[config.mk]
export PLATFORM = sky130hd
export DESIGN_NAME = positional_insert_queue
export DESIGN_NICKNAME = d
export VERILOG_FILES = /design/src/pq_pkg.sv /design/src/pq_cell.sv /design/src/positional_insert_queue.sv
export SDC_FILE = /design/constraint.sdc
export NUM_CORES = 2
export LEC_CHECK = 0
export ABC_AREA = 1
export BUFFER_PORTS_ARGS = -buffer_cell sky130_fd_sc_hd__clkbuf_2
export CORE_MARGIN = 2
export CORE_UTILIZATION = 50
export DETAILED_ROUTE_END_ITERATION = 10
export GPL_TIMING_DRIVEN = 1
export PLACE_DENSITY = 0.67
export SLEW_MARGIN = 25
export SYNTH_ARGS = -nofsm -noshare
export SYNTH_HDL_FRONTEND = slang
export SYNTH_HIERARCHICAL = 1
export SYNTH_SLANG_ARGS = --single-unit
[constraint.sdc]
create_clock -name clk_i -period 8.1 [get_ports clk_i]
set_input_delay 0.405 -clock clk_i [delete_from_list [all_inputs] [get_ports clk_i]]
set_output_delay 0.405 -clock clk_i [all_outputs]
set_load 0.02 [all_outputs]
[src/pq_pkg.sv]
// Shared types and constants for the positional insert queue.
package pq_pkg;

  localparam int DATA_W      = 32;
  localparam int POS_W       = 5;
  localparam int CNT_W       = 5;
  localparam int FUNC_W      = 2;
  localparam int STAT_W      = 2;
  localparam int DEPTH_DFLT  = 16;
  localparam int S_TDATA_W   = 40;
  localparam int M_TDATA_W   = 104;

  localparam logic [DATA_W-1:0] NONE_VALUE = '1;

  typedef enum logic [FUNC_W-1:0] {
    FN_PUSH   = 2'd0,
    FN_POP    = 2'd1,
    FN_INSERT = 2'd2,
    FN_DELETE = 2'd3
  } func_e;

  typedef enum logic [STAT_W-1:0] {
    ST_OK        = 2'd0,
    ST_EMPTY_POP = 2'd1,
    ST_FULL      = 2'd2,
    ST_BAD_POS   = 2'd3
  } stat_e;

  typedef enum logic [1:0] {
    OP_HOLD = 2'd0,
    OP_INS  = 2'd1,
    OP_DEL  = 2'd2
  } cell_op_e;

  typedef struct packed {
    cell_op_e          op;
    logic [DATA_W-1:0] value;
  } cell_ctl_t;

endpackage

[src/pq_cell.sv]
// One storage cell of the queue: holds, loads, or takes a neighbor's entry.
module pq_cell #(
  parameter int IDX_W = 4,
  parameter int INDEX = 0
) (
  input  logic                      clk_i,
  input  pq_pkg::cell_ctl_t         ctl_i,
  input  logic [IDX_W-1:0]          idx_i,
  input  logic [pq_pkg::DATA_W-1:0] left_i,
  input  logic [pq_pkg::DATA_W-1:0] right_i,
  output logic [pq_pkg::DATA_W-1:0] data_o
);
  import pq_pkg::*;

  localparam logic [IDX_W-1:0] MY_IDX = IDX_W'(INDEX);

  logic [DATA_W-1:0] data_q;
  logic [DATA_W-1:0] data_d;

  always_comb begin
    data_d = data_q;
    case (ctl_i.op)
      OP_INS: begin
        if (MY_IDX > idx_i) begin
          data_d = left_i;
        end else if (MY_IDX == idx_i) begin
          data_d = ctl_i.value;
        end
      end
      OP_DEL: begin
        if (MY_IDX >= idx_i) begin
          data_d = right_i;
        end
      end
      default: data_d = data_q;
    endcase
  end

  always_ff @(posedge clk_i) begin
    data_q <= data_d;
  end

  assign data_o = data_q;

endmodule

[src/positional_insert_queue.sv]
// Top level of the positional insert queue built as a chain of shift cells.
//
// Slave stream carries one operation per transaction: tuser holds the
// function (push, pop, insert at position, delete at position), tdata holds
// the value and the 1-based position. Master stream returns one result per
// operation: popped value, front and rear values, count, empty flag, status.
//
// Every cell decides locally to hold, load the new value, or take its left
// or right neighbor, so an operation updates the whole row at once. The
// result is registered and valid in the cycle after the operation is accepted.
// Throughput is one operation per cycle; a new operation is taken in the same
// cycle the pending result is taken, set by the single result register.
//
// When the receiver stalls, the result holds and no new operation is taken.
// Reset empties the queue and drops any pending result; cell contents are
// not cleared, entries beyond the count are never shown.
module positional_insert_queue #(
  parameter int DEPTH = pq_pkg::DEPTH_DFLT
) (
  input  logic                         clk_i,
  input  logic                         rst_ni,
  input  logic                         s_axis_tvalid,
  output logic                         s_axis_tready,
  // [31:0] value, [36:32] position, [39:37] zero
  input  logic [pq_pkg::S_TDATA_W-1:0] s_axis_tdata,
  // [1:0] func
  input  logic [pq_pkg::FUNC_W-1:0]    s_axis_tuser,
  output logic                         m_axis_tvalid,
  input  logic                         m_axis_tready,
  // [31:0] popped, [63:32] front_value, [95:64] rear_value,
  // [100:96] count, [101] is_empty, [103:102] status
  output logic [pq_pkg::M_TDATA_W-1:0] m_axis_tdata
);
  import pq_pkg::*;

  localparam int IDX_W = (DEPTH > 1) ? $clog2(DEPTH) : 1;
  localparam int OCC_W = $clog2(DEPTH + 1);
  localparam int CMP_W = ((OCC_W > POS_W) ? OCC_W : POS_W) + 1;
  localparam logic [OCC_W-1:0] FULL_OCC = OCC_W'(DEPTH);

  logic              accept;
  func_e             func;
  logic [DATA_W-1:0] in_value;
  logic [CMP_W-1:0]  pos_c;
  logic [CMP_W-1:0]  occ_c;
  logic [CMP_W-1:0]  pos_m1;

  logic [OCC_W-1:0]  occ_q, occ_d;
  logic              out_valid_q;
  logic [DATA_W-1:0] popped_q, popped_d;
  stat_e             status_q, status_d;

  cell_ctl_t         ctl;
  logic [IDX_W-1:0]  idx;
  logic [DATA_W-1:0] cell_data [DEPTH];

  logic [OCC_W-1:0]  occ_m1;
  logic              empty;
  logic [DATA_W-1:0] front_value;
  logic [DATA_W-1:0] rear_value;

  assign s_axis_tready = !out_valid_q || m_axis_tready;
  assign accept        = s_axis_tvalid && s_axis_tready;
  assign func          = func_e'(s_axis_tuser);
  assign in_value      = s_axis_tdata[DATA_W-1:0];
  assign pos_c         = CMP_W'(s_axis_tdata[DATA_W+POS_W-1:DATA_W]);
  assign occ_c         = CMP_W'(occ_q);
  assign pos_m1        = pos_c - CMP_W'(1);

  always_comb begin
    ctl.op    = OP_HOLD;
    ctl.value = in_value;
    idx       = '0;
    occ_d     = occ_q;
    popped_d  = NONE_VALUE;
    status_d  = ST_OK;
    case (func)
      FN_PUSH: begin
        if (occ_q == FULL_OCC) begin
          status_d = ST_FULL;
        end else begin
          ctl.op = OP_INS;
          idx    = occ_c[IDX_W-1:0];
          occ_d  = occ_q + OCC_W'(1);
        end
      end
      FN_POP: begin
        if (occ_q == '0) begin
          status_d = ST_EMPTY_POP;
        end else begin
          ctl.op   = OP_DEL;
          popped_d = cell_data[0];
          occ_d    = occ_q - OCC_W'(1);
        end
      end
      FN_INSERT: begin
        if (occ_q == FULL_OCC) begin
          status_d = ST_FULL;
        end else if (pos_c == '0 || pos_c > occ_c + CMP_W'(1)) begin
          status_d = ST_BAD_POS;
        end else begin
          ctl.op = OP_INS;
          idx    = pos_m1[IDX_W-1:0];
          occ_d  = occ_q + OCC_W'(1);
        end
      end
      FN_DELETE: begin
        if (pos_c == '0 || pos_c > occ_c) begin
          status_d = ST_BAD_POS;
        end else begin
          ctl.op = OP_DEL;
          idx    = pos_m1[IDX_W-1:0];
          occ_d  = occ_q - OCC_W'(1);
        end
      end
      default: status_d = ST_OK;
    endcase
    if (!accept) begin
      ctl.op = OP_HOLD;
      occ_d  = occ_q;
    end
  end

  for (genvar k = 0; k < DEPTH; k++) begin : g_cell
    logic [DATA_W-1:0] left;
    logic [DATA_W-1:0] right;
    if (k == 0) begin : g_first
      assign left = in_value;
    end else begin : g_mid_l
      assign left = cell_data[k-1];
    end
    if (k == DEPTH - 1) begin : g_last
      assign right = cell_data[k];
    end else begin : g_mid_r
      assign right = cell_data[k+1];
    end
    pq_cell #(
      .IDX_W (IDX_W),
      .INDEX (k)
    ) u_cell (
      .clk_i   (clk_i),
      .ctl_i   (ctl),
      .idx_i   (idx),
      .left_i  (left),
      .right_i (right),
      .data_o  (cell_data[k])
    );
  end

  always_ff @(posedge clk_i or negedge rst_ni) begin
    if (!rst_ni) begin
      occ_q       <= '0;
      out_valid_q <= 1'b0;
    end else begin
      occ_q <= occ_d;
      if (accept) begin
        out_valid_q <= 1'b1;
      end else if (m_axis_tready) begin
        out_valid_q <= 1'b0;
      end
    end
  end

  always_ff @(posedge clk_i) begin
    if (accept) begin
      popped_q <= popped_d;
      status_q <= status_d;
    end
  end

  // queue state only moves on an accepted transaction, so it stays put while a result waits
  assign occ_m1      = occ_q - OCC_W'(1);
  assign empty       = (occ_q == '0);
  assign front_value = empty ? NONE_VALUE : cell_data[0];
  assign rear_value  = empty ? NONE_VALUE : cell_data[occ_m1[IDX_W-1:0]];

  assign m_axis_tvalid = out_valid_q;
  assign m_axis_tdata  = {status_q, empty, CNT_W'(occ_q), rear_value, front_value, popped_q};

endmodule

### Yosys cells after proc, flatten, opt, wreduce, memory -nomap -nowiden

Index checks and enable logic that the tools add are counted.

* add/sub/neg operators: 4
* order comparisons: 34
* equal/unequal tests: 56
* muxes and demuxes: 93
* bitwise logic cells: 1
* reductions and logical operators: 29

Operators by type and width (count)
* $mux W32: 51
* $pmux W32 S2: 15
* $bmux W32 S4: 1
* $ne A3 B1 Y1 const B: 15
* $reduce_and A3 Y1: 15
* $eq A4 B4 Y1 const A: 8
* $gt A4 B4 Y1 const A: 8
* $ne A2 B1 Y1 const B: 15
* $ge A4 B4 Y1 const A: 7
* $mux W5: 5
* $pmux W5 S4: 1
* $eq A3 B4 Y1 const A: 4
* $ge A3 B4 Y1 const A: 4
* $gt A3 B4 Y1 const A: 4
* $mux W4: 4
* $pmux W2 S4: 2
* $mux W2: 7
* $pmux W4 S3: 1
* $ne A2 B2 Y1 const B: 5
* $eq A2 B4 Y1 const A: 2
* $ge A1 B4 Y1 const A: 2
* $ge A2 B4 Y1 const A: 2
* $gt A1 B4 Y1 const A: 2
* $gt A2 B4 Y1 const A: 2
* 23 further kinds: 35

* flip-flop bits (word level): 552
* input bits: 46
* output and inout bits: 106

### Longest topological paths before layout

* depth in word-level cells: 10
* mapped depth: 26
* depth with buffers taken out: 21

### By module

The synthesis kept the hierarchy.

By module, submodules not included
* positional_insert_queue: instances 1, cells an instance 1137, area an instance 6716.4 µm², sequential area each 1171.1 µm²
* pq_cell at g_cell[6].u_cell: instances 1, cells an instance 281, area an instance 2337.2 µm², sequential area each 960.9 µm²
* pq_cell at g_cell[5].u_cell: instances 1, cells an instance 285, area an instance 2207.1 µm², sequential area each 960.9 µm²
* pq_cell at g_cell[12].u_cell: instances 1, cells an instance 283, area an instance 2190.9 µm², sequential area each 960.9 µm²
* pq_cell at g_cell[13].u_cell: instances 1, cells an instance 283, area an instance 2173.3 µm², sequential area each 960.9 µm²
* pq_cell at g_cell[4].u_cell: instances 1, cells an instance 281, area an instance 2128.3 µm², sequential area each 960.9 µm²
* pq_cell at g_cell[14].u_cell: instances 1, cells an instance 285, area an instance 2108.3 µm², sequential area each 960.9 µm²
* pq_cell at g_cell[10].u_cell: instances 1, cells an instance 283, area an instance 2104.5 µm², sequential area each 960.9 µm²
* pq_cell at g_cell[1].u_cell: instances 1, cells an instance 284, area an instance 2102.0 µm², sequential area each 960.9 µm²
* pq_cell at g_cell[9].u_cell: instances 1, cells an instance 283, area an instance 2102.0 µm², sequential area each 960.9 µm²
* pq_cell at g_cell[2].u_cell: instances 1, cells an instance 281, area an instance 2044.5 µm², sequential area each 960.9 µm²
* pq_cell at g_cell[3].u_cell: instances 1, cells an instance 279, area an instance 2042.0 µm², sequential area each 960.9 µm²
* pq_cell at g_cell[15].u_cell: instances 1, cells an instance 279, area an instance 2028.2 µm², sequential area each 960.9 µm²
* pq_cell at g_cell[7].u_cell: instances 1, cells an instance 279, area an instance 2023.2 µm², sequential area each 960.9 µm²
* 3 more rows

### Worst setup path before layout

OpenSTA, ideal clock, no wires.

* path type: register -> register
* start: register occ_q[0]
* end: register g_cell[11].u_cell.data_q[0], enable pin
* setup time: 0.470 ns
* arrival time: 6.903 ns
* slack: 0.727 ns
* cell stages (with the launch flop): 20
* path buffers: 4
* clock period less this slack: 7.373 ns
* cell sequence: dfrtp_1 -> inv_2 -> buf_2 -> buf_2 -> ha_1 -> inv_1 -> clkbuf_1 -> clkbuf_1 -> ha_1 -> nand2_1 -> nand2_1 -> nand2_1 -> nand2_1 -> nand2_1 -> nand2_1 -> nand2_1 -> nand4_1 -> a21oi_1 -> nand2_1 -> a21boi_0

RTL lines
* start: declaration: RTL line positional_insert_queue.sv:48 `logic [OCC_W-1:0] occ_q, occ_d;`
* start signal: assignment: RTL line positional_insert_queue.sv:152 `occ_q <= '0;`
* start signal: assignment: RTL line positional_insert_queue.sv:155 `occ_q <= occ_d;`
* end signal: assignment: RTL line pq_cell.sv:40 `data_q <= data_d;`
* end: declaration: RTL line pq_cell.sv:17 `logic [DATA_W-1:0] data_q;`

==> flow_summary.toml <==
[outcome]
outcome = "completed"

[route]
vias = 34300
wl_met3_mm = 8.52
ant_nets = 0
wirelength_mm = 112
dr.pass1.iters = 5
dr_wl_met2_mm = 49.9
drt-met1-wl_mm = 51.1
top_layer = "met4"
first_iter_violations = 3251
drc = 0
vias_per_cell = 5.29
post_drt_wl_per_cell_um = 17.2

[flow_run]
cap_viol_max_count = 0

[synthesis]
syn_nets = 5536
ys_ff_latch = 552
yosysTopAreaCellShare = 0.413
yosysWarningCount = 6
synth_top_family_by_area = "simple AND/OR/NAND/NOR gates"
seq_area_frac_synth = 0.416
avgSynthCellArea_um2 = 7.26
synth_xor_xnor_area_share = 0.00287
synth_compound_area_frac = 0.0711
synthMuxAreaShare = 0
syn_area_um2 = 39700
synth_adder_area_share = 0.00441
ys_top_cells_by_area = "edfxtp_1 (41%), nand2_1 (14%), nand3_1 (11%), inv_1 (9.6%), o21ai_0 (3.5%)"
synthSimpleGateAreaFrac = 0.346
synth_top_cell_by_area = "edfxtp_1"
netlist_instances = 5476
synthDistinctLibCells = 46

[die]
dieArea_um2 = 81700
num_rows = 103
ios = 152
die_x_um = 286
die_y_um = 286
initial_core_util = 0.504
core-area_um2 = 78900

[sta]
setup_viol = 0
max_freq_ghz = 0.150
setup_slack_ns = 1.43
finalSetupTns_ns = 0
slew_viol_final = 0
slew_headroom = 0.294
grt_setup_unrepaired = "false"
tightest_slew_ns = 1.05
period_minus_slack_ns = 6.67
clock_skew_ns = 0.0185
hold_viol = 0
period_share = 0.824

[global_routing]
grt_pass1_vias = 32100
overflow = 0
grt_max_degree = 119
grtUsageTotal = 0.269
grt_pass1_wl_mm = 179
antenna_found_initial = 0

[power_and_ir_drop]
pwr-share-clk = 0.178
p_leak_nw = 20.7
p_comb_frac = 0.533
ir_worst_vdd_uv = 399
swShare = 0.486
p_int_w = 0.00832
p_seq_frac = 0.289
power_density_nw_per_um2 = 384
p_sw_w = 0.00787

[setup_path]
worstPathMaxFanout = 103
endpoint_kind = "flop"
timing.critical_path.required_ns = 8.40
reg2reg_depth = 21
reg2reg_from = "occ_q[0]"
cp-start-kind = "flop"
critPathArrivalTime_ns = 6.97
r2r-end = "g_cell[5].u_cell/data_o[26]"
reg2reg_setup_slack_ns = 1.43
path_class = "flop to flop"

[clocking]
clockRootBuffer = "clkbuf_16"
clk_pin_slew_worst_paths_ns = 0.06
htree_levels = 3
cts_sinks = 552
cts_buffers = 66
cts_tree = "yes"
cts.repair.resized = 0
ctsHoldBuffers = 1
clock_latency_ns = 0.61
clockBufferDepth = 3
post-cts-setup-buffers = 0

[min_path]
hp-class = "input port to flop"
min_from = "m_axis_tready"
hold_depth = 4
hold_end = "m_axis_tvalid"

[place]
portBuffers = 148
routabilityCongestion = 0.853
dp_hpwl_mm = 80.9
dp_worst_setup_slack_ns = 1.85

[cells_and_area]
area_delta_synth_final_pct = 6.23
fin_nets = 5452
drive_above_1_share = 0.110
==> area by class of cell <==
type                       instances  area (um^2)
fill                            7570        36700
multi-input combinational       3512        17000
sequential                       552        16500
inverter                        1052         3970
clock buffer                      85         1830
timing repair buffer             208         1350
tap                             1050         1310
clock inverter                    27          199
antenna                            1         2.50
==> routing by layer <==
layer  GRT usage  vias to the layer above
met3      0.0320                      134
met1       0.387                    15500
met4      0.0711                        0
met5           0                        -
met2       0.430                     1365
li1            -                    17300
==> state kept, by name, summed over array words and instances, names as in the netlist <==
| name | cells |
|---|---|
| popped_q | 32 |
| g_cell.u_cell/data_o | 512 |
| occ_q | 5 |
| status_q | 2 |
| m_axis_tvalid | 1 |
==> worst max-delay path by stage <==
stage	slack [ns]	start	end
final	1.43	occ_q[0]	g_cell[5].u_cell/data_o[26]
after global routing	1.06	occ_q[0]	g_cell[5].u_cell/data_o[14]
after CTS	1.83	occ_q[0]	g_cell[11].u_cell/data_o[30]
after detailed placement	1.85	occ_q[0]	g_cell[11].u_cell/data_o[13]
after global placement	1.64	occ_q[0]	g_cell[14].u_cell/data_o[12]
after floorplan	0.73	occ_q[0]	g_cell[11].u_cell/data_o[0]
==> logic make-up (layout without fill, tap and decap cells) <==
group	count (synthesis)	in the layout
and+or+nand+nor	3020	3020
buffers and inverters	1412	1372
DFF	552	552
AOI/OAI and AO/OA	468	468
adders and majority gates	14	14
xor gates and xnor gates	10	10
other	0	1
==> Yosys cell counts, drive strengths merged <==
library cell	count
clkinv	1
or2	32
nand3	936
o221ai	86
a21oi	26
dfrtp	6
nand2	1707
edfxtp	546
xor2	6
clkbuf	95
o211ai	27
inv	1051
xnor2	4
buf	265
ha	14
nor2	273
a21boi	3
nand4	71
nor3	1
o21ai	283
o22ai	43
==> placed cells by master (no fill, tap or decap), types with 18 or more instances in the layout <==
cell type	count
a21oi_1	18
buf_4	50
clkbuf_16	71
clkbuf_2	148
edfxtp_1	546
inv_1	1018
inv_2	26
nand2_1	1528
nand2_2	158
nand3_1	883
nand3_2	50
nand4_1	71
nor2_1	257
o211ai_1	27
o21ai_0	280
o221ai_1	86
o22ai_1	43
or2_0	20
==> power by group through the flow <==
stage	Combinational, W	Clock, W	Sequential [W]
6_report	0.00863	0.00288	0.00468
5_1_grt	0.00945	0.00303	0.00476
4_1_cts	0.00845	0.00294	0.00468
3_5_place_dp	0.00842	0	0.00473
3_3_place_gp	0.00824	0	0.00471
2_1_floorplan	0.00627	0	0.00453
==> worst max-delay path, cell delays in order (launching register included) <==
cell      delay, ns
dfrtp_4        0.85
inv_6          0.42
ha_4           0.86
clkinv_2       0.13
ha_1           0.32
nand2_1        0.07
nand2_1        0.05
nand2_1        0.06
nand2_1        0.05
nand2_1        0.05
nand2_1        0.04
nand2_1        0.11
nand4_1        0.17
a21oi_4        0.51
buf_4          0.34
inv_1          0.08
nand2_1        0.06
buf_4          0.35
clkinv_1       0.94
o21ai_0        0.45
inv_1          0.07
buf_4          0.28
==> per-stage QoR <==
step / utilization / cell area, um^2 / power [W] / cells / hold slack, ns
6_report: 0.535 / 42200 / 0.0162 / 6487 / 0.0893
3_3_place_gp: 0.507 / 40000 / 0.0130 / 6366 / 0.249
5_1_grt: 0.535 / 42200 / 0.0172 / 6486 / 0.113
3_5_place_dp: 0.508 / 40000 / 0.0132 / 6368 / 0.256
2_1_floorplan: - / 39700 / 0.0108 / 5476 / 0.109
4_1_cts: 0.533 / 42100 / 0.0161 / 6481 / 0.0608
No activity file was read; power rests on OpenSTA's default activity.
